## src/brsm_pkg.sv

```systemverilog
// Package for the radix-2 Booth signed multiplier core.
// Holds the operand width, the per-stage state type and the Booth step function.
// No dependencies.
package brsm_pkg;

  // Operand width in bits. The range 2..32 is supported.
  localparam int unsigned Width     = 8;
  localparam int unsigned AccWidth  = Width + 1;
  localparam int unsigned ProdWidth = 2 * Width;

  // Booth recoding of the bit pair {Q0, Q-1}
  localparam logic [1:0] BoothSub = 2'b10;
  localparam logic [1:0] BoothAdd = 2'b01;

  typedef logic signed [Width-1:0]     operand_t;
  typedef logic signed [ProdWidth-1:0] product_t;

  // Working state carried down the pipeline
  typedef struct packed {
    logic [AccWidth-1:0] acc;    // accumulator A, one bit wider than an operand
    logic [Width-1:0]    q;      // multiplier Q, shifted right one place per step
    logic                q_prev; // Q-1
    logic [AccWidth-1:0] m;      // sign-extended multiplicand
  } brsm_state_t;

  // One Booth step: add or subtract M, then shift A:Q:Q-1 right arithmetically
  function automatic brsm_state_t brsm_step(brsm_state_t s);
    brsm_state_t         r;
    logic [AccWidth-1:0] acc;
    acc = s.acc;
    case ({s.q[0], s.q_prev})
      BoothSub: acc = s.acc - s.m;
      BoothAdd: acc = s.acc + s.m;
      default:  acc = s.acc;
    endcase
    r.m      = s.m;
    r.q_prev = s.q[0];
    r.q      = {acc[0], s.q[Width-1:1]};
    r.acc    = {acc[AccWidth-1], acc[AccWidth-1:1]};
    return r;
  endfunction

endpackage

```

## src/brsm_in_if.sv

```systemverilog
// Operand channel of the Booth multiplier: valid/ready plus both operands.
// Depends on brsm_pkg.
interface brsm_in_if;
  import brsm_pkg::*;

  logic     valid;
  logic     ready;
  operand_t multiplicand;
  operand_t multiplier;

  modport source (output valid, output multiplicand, output multiplier, input ready);
  modport sink   (input valid, input multiplicand, input multiplier, output ready);
endinterface

```

## src/brsm_out_if.sv

```systemverilog
// Product channel of the Booth multiplier: valid/ready plus the product.
// Depends on brsm_pkg.
interface brsm_out_if;
  import brsm_pkg::*;

  logic     valid;
  logic     ready;
  product_t product;

  modport source (output valid, output product, input ready);
  modport sink   (input valid, input product, output ready);
endinterface

```

## src/brsm_stage.sv

```systemverilog
// One pipeline stage of the Booth multiplier: a single Booth step and its register.
// Depends on brsm_pkg.
module brsm_stage (
  input  logic                  clk_i,
  input  logic                  rst_ni,
  input  logic                  valid_i,
  input  brsm_pkg::brsm_state_t state_i,
  output logic                  ready_o,
  output logic                  valid_o,
  output brsm_pkg::brsm_state_t state_o,
  input  logic                  ready_i
);
  import brsm_pkg::*;

  logic        valid_q, valid_d;
  brsm_state_t state_q, state_d;
  logic        load;

  // Take a new transaction when empty or when the held one leaves
  assign ready_o = ~valid_q | ready_i;
  assign load    = valid_i & ready_o;
  assign valid_d = load ? 1'b1 : (valid_q & ~ready_i);
  assign state_d = load ? brsm_step(state_i) : state_q;

  always_ff @(posedge clk_i or negedge rst_ni) begin
    if (!rst_ni) begin
      valid_q <= 1'b0;
    end else begin
      valid_q <= valid_d;
    end
  end

  always_ff @(posedge clk_i) begin
    state_q <= state_d;
  end

  assign valid_o = valid_q;
  assign state_o = state_q;

endmodule

```

## src/booth_radix2_signed_multiplier_core.sv

```systemverilog
// Radix-2 Booth signed multiplier core: Width-stage pipeline, one Booth step per stage.
// Each stage registers its step and holds one add/subtract of Width+1 bits.
// Throughput: one transaction per cycle while the output side is ready.
// A stalled output holds the last stage; earlier stages keep filling any bubbles.
// Reset (rst_ni low, asynchronous) clears every stage valid bit; payload is not reset.
// Depends on brsm_pkg, brsm_in_if, brsm_out_if and brsm_stage.
module booth_radix2_signed_multiplier_core (
  input  logic       clk_i,
  input  logic       rst_ni,
  brsm_in_if.sink    in_i,
  brsm_out_if.source out_o
);
  import brsm_pkg::*;

  // Index 0 is the input side, index Width the output of the last stage
  logic        [Width:0] vld;
  logic        [Width:0] rdy;
  brsm_state_t           st [Width+1];
  brsm_state_t           last_st;

  // Seed the pipeline: A cleared, Q-1 cleared, M sign-extended by one bit
  always_comb begin
    st[0].acc    = '0;
    st[0].q      = in_i.multiplier;
    st[0].q_prev = 1'b0;
    st[0].m      = {in_i.multiplicand[Width-1], in_i.multiplicand};
  end

  assign vld[0]     = in_i.valid;
  assign in_i.ready = rdy[0];

  // One stage per Booth step; the ready chain lets bubbles collapse
  for (genvar k = 0; k < Width; k++) begin : g_stage
    brsm_stage u_stage (
      .clk_i   (clk_i),
      .rst_ni  (rst_ni),
      .valid_i (vld[k]),
      .state_i (st[k]),
      .ready_o (rdy[k]),
      .valid_o (vld[k+1]),
      .state_o (st[k+1]),
      .ready_i (rdy[k+1])
    );
  end

  assign last_st       = st[Width];
  assign rdy[Width]    = out_o.ready;
  assign out_o.valid   = vld[Width];
  // Product is the low Width bits of A followed by Q
  assign out_o.product = {last_st.acc[Width-1:0], last_st.q};

  // Assertions

  logic in_acc, out_acc;
  assign in_acc  = in_i.valid & in_i.ready;
  assign out_acc = out_o.valid & out_o.ready;

  // An unstalled output never backpressures the operand side
  a_no_spurious_stall: assert property (@(posedge clk_i) disable iff (!rst_ni)
    out_o.ready |-> in_i.ready)
    else $error("input stalled while output side is ready");

  // Occupancy tracks accepted minus delivered transactions: nothing lost or duplicated
  a_occupancy: assert property (@(posedge clk_i) disable iff (!rst_ni)
    rst_ni |=> ($countones(vld[Width:1]) ==
                $past($countones(vld[Width:1])) + $past(in_acc) - $past(out_acc)))
    else $error("pipeline occupancy out of step with handshakes");

  // The guard bit of A must agree with the product sign: the result is exact
  a_exact_product: assert property (@(posedge clk_i) disable iff (!rst_ni)
    out_o.valid |-> (last_st.acc[AccWidth-1] == last_st.acc[Width-1]))
    else $error("accumulator overflowed the product width");

endmodule

```

## src/flat_wrapper.sv

```systemverilog
// flat-port wrapper written by rule: the top's interface ports become plain ports
module booth_radix2_signed_multiplier_core_flat import brsm_pkg::*;
  (clk_i, rst_ni, in_i_valid, in_i_multiplicand, in_i_multiplier, in_i_ready, out_o_valid, out_o_product, out_o_ready);
  brsm_in_if in_i_i ();
  brsm_out_if out_o_i ();
  input  logic clk_i;
  input  logic rst_ni;
  input wire logic [$bits(in_i_i.valid)-1:0] in_i_valid;
  input wire logic [$bits(in_i_i.multiplicand)-1:0] in_i_multiplicand;
  input wire logic [$bits(in_i_i.multiplier)-1:0] in_i_multiplier;
  output wire logic [$bits(in_i_i.ready)-1:0] in_i_ready;
  output wire logic [$bits(out_o_i.valid)-1:0] out_o_valid;
  output wire logic [$bits(out_o_i.product)-1:0] out_o_product;
  input wire logic [$bits(out_o_i.ready)-1:0] out_o_ready;
  assign in_i_i.valid = in_i_valid;
  assign in_i_i.multiplicand = in_i_multiplicand;
  assign in_i_i.multiplier = in_i_multiplier;
  assign in_i_ready = in_i_i.ready;
  assign out_o_valid = out_o_i.valid;
  assign out_o_product = out_o_i.product;
  assign out_o_i.ready = out_o_ready;
  booth_radix2_signed_multiplier_core u_core (.clk_i(clk_i), .rst_ni(rst_ni), .in_i(in_i_i), .out_o(out_o_i));
endmodule
```

## config.mk

```make
export PLATFORM = sky130hd
export DESIGN_NAME = booth_radix2_signed_multiplier_core_flat
export DESIGN_NICKNAME = d
export VERILOG_FILES = /design/src/brsm_pkg.sv /design/src/brsm_in_if.sv /design/src/brsm_out_if.sv /design/src/brsm_stage.sv /design/src/booth_radix2_signed_multiplier_core.sv /design/src/flat_wrapper.sv
export SDC_FILE = /design/constraint.sdc
export NUM_CORES = 1
export LEC_CHECK = 0
export ABC_CLOCK_PERIOD_IN_PS = 2980
export BUFFER_PORTS_ARGS = -buffer_cell sky130_fd_sc_hd__buf_2
export CORE_ASPECT_RATIO = 1.5
export CORE_UTILIZATION = 30
export CTS_BUF_LIST = sky130_fd_sc_hd__clkbuf_4 sky130_fd_sc_hd__clkbuf_8 sky130_fd_sc_hd__clkbuf_16
export DETAILED_ROUTE_END_ITERATION = 10
export PLACE_DENSITY = 0.46
export SLEW_MARGIN = 30
export SYNTH_ARGS = -nofsm -noshare
export SYNTH_HDL_FRONTEND = slang
export SYNTH_HIERARCHICAL = 1
export SYNTH_SLANG_ARGS = --single-unit
```

## constraint.sdc

```tcl
create_clock -name clk_i -period 2.98 [get_ports clk_i]
set_clock_uncertainty 0.1 [all_clocks]
set_input_delay 0.894 -clock clk_i [delete_from_list [all_inputs] [get_ports clk_i]]
set_output_delay 0.894 -clock clk_i [all_outputs]
set_load 0.03 [all_outputs]
```

==> results.ini <==
[finish]
area_growth_pct = 24.5
num_antenna_cells = 0
nets = 1336
drive_gt1_share_pct = 26.5
fin_cells = 1737
num-fill-cells = 3867
post-route-cell-area_um2 = 15000

[floorplan]
die_h_um = 247
rows = 89
die_w_um = 166
coreArea_um2 = 39400
die_area_um2 = 40900
io_pins = 38
start_util_pct = 30.5

[clock_tree]
cts.clk_slew.worst_paths_ns = 0.06
cts_tree = yes
insertion_delay_ns = 0.53
h-tree-depth = 1
cts.sinks = 206
cts_root_buffer = clkbuf_16
tritoncts.num_buffers = 23
cts.hold.buffers_added = 0
ctsLongestPathBuffers = 3

[setup_path]
cp-startpoint = out_o_ready
timing.rr.start = u_core/g_stage[4].u_stage/state_o[2]$_DFFE_PP_
end_kind = primary output
crit_type = in2out
critPathMaxFanout = 2
startpoint_type = input port
worstPathArrival_ns = 2.20
required_ns = 1.99

[synth]
syn_inst = 1022
syn-cell-area_um2 = 12000
syn_avg_cell_area_um2 = 11.8
yosys_warnings = 6

[placed_design]
port_buffers = 37
place_congestion = 0.848
dpl_cell_area_um2 = 13700
place_hpwl_um = 21500
dp_cells = 1671

[route]
drc = 8
highest_layer = met4
route.antenna.remaining_nets = 0
wire_per_inst_um = 15.6
via_per_inst = 4.71
wl_met2_um = 17100
wl_um = 27100
first_pass_iters = 7
drt-met1-wl_um = 7800
met3_length_um = 716
drt_iter0_markers = 255
vias = 8174

[timing]
rsz0062_at_grt = yes
tns_ns = -0.211
fin_crit_ns = 3.19
min_period_over_period_pct = 107
max-slew-margin-rel_pct = 51.6
holdWs_ns = 0.0967
tightest_slew_ns = 0.723
setup_ws_ns = -0.211
setup_violations = 1
slew_violations = 0
hold_viol_final = 0
clock.fmax_ghz = 0.313

[power]
vdd_drop_max_mv = 0.355
leakagePower_uw = 0.00606
power_density_nw_per_um2 = 973

[job]
cap_violations = 0

[status]
status = finished, violations left
failed_checks = design-rule violations, negative setup slack

[worst_hold_path]
hold_path_class = in2async

[global_routing]
grt_pass1_wl_um = 41800
antenna_found_initial = 0
grt_max_degree = 27
grt_pass1_vias = 8453
grt_util_all_layers_pct = 13.5
grt_overflow_total = 0

-- registers in the layout, indices dropped and copies added (netlist names) --
signal and flops:
u_core/g_stage.u_stage/valid_o 8, u_core/g_stage.u_stage/state_o 198
-- final timing paths --
path | to | slack, ns | cells after the start
setup reg to reg | u_core/g_stage[5].u_stage/state_o[25]$_DFFE_PP_ | 0.01 | 11
max in group asynchronous | u_core/g_stage[7].u_stage/valid_o$_DFF_PN0_ | 2.52 | 1
hold reg to reg | u_core/g_stage[7].u_stage/state_o[13]$_DFFE_PP_ | 0.31 | 0
setup / recovery | in_i_ready | -0.21 | 10
hold / removal | u_core/g_stage[1].u_stage/valid_o$_DFF_PN0_ | 0.1 | 1
min in group clk_i | u_core/g_stage[7].u_stage/state_o[13]$_DFFE_PP_ | 0.31 | 0
-- stage by stage --
step / setup WS (ns) / utilization [%] / power (µW)
finish: -0.211 / 38.0 / 14600
global route: -0.254 / 38.0 / 15700
CTS: -0.220 / 37.2 / 14600
detailed placement: -0.277 / 34.8 / 11600
global placement: -0.261 / 34.8 / 11500
floorplan: -0.0213 / - / 9470
-- worst max-delay path: stages --
cell,delay (ns)
buf_6,0.09
nand2b_4,0.13
nand2b_4,0.14
nand2b_4,0.14
nand2b_4,0.14
nand2b_4,0.13
nand2b_4,0.13
nand2b_4,0.14
nand2b_4,0.14
buf_6,0.13
-- layout make-up --
class | count | area (µm²) | area share [%]
Tap cell | 500 | 626 | 4.17
Inverter | 73 | 274 | 1.83
Sequential cell | 206 | 6150 | 41.0
Timing Repair Buffer | 180 | 1290 | 8.59
Clock buffer | 30 | 634 | 4.23
Clock inverter | 12 | 95.1 | 0.634
Multi-Input combinational cell | 736 | 5930 | 39.5
-- where the power goes --
part / internal, µW / switching, µW / total, µW
clock: 1600 / 1160 / 2760
sequential: 4340 / 506 / 4850
combinational: 3250 / 3730 / 6980
total: 9190 / 5390 / 14600
-- layer usage --
| layer | vias to the layer above | track usage [%] |
|---|---|---|
| met3 | 63 | 1.85 |
| met1 | 3858 | 9.54 |
| met5 | - | 0 |
| met2 | 109 | 30.4 |
| met4 | 0 | 8.40 |
| li1 | 4144 | - |
-- layout by cell type, fill, tap and decap left out, types with 9 or more instances in the layout --
cell	count
edfxtp_1	198
buf_4	141
ha_1	74
inv_1	72
nand2_1	72
nor2_1	62
xor2_1	58
o21ai_0	56
buf_2	35
a21oi_1	32
conb_1	25
nor3_1	24
a21o_1	24
clkbuf_16	23
xnor2_1	17
mux2_2	16
o21ai_1	16
o211ai_1	16
a211oi_1	15
or4_4	10
a31oi_1	9
-- what timing repair did --
action,4_1_cts,5_1_grt
pin swaps,11,35
resized for setup,31,42
setup endpoints to repair,8,15
setup buffers,11,17
Note: power is estimated with default switching activity, not from simulation.
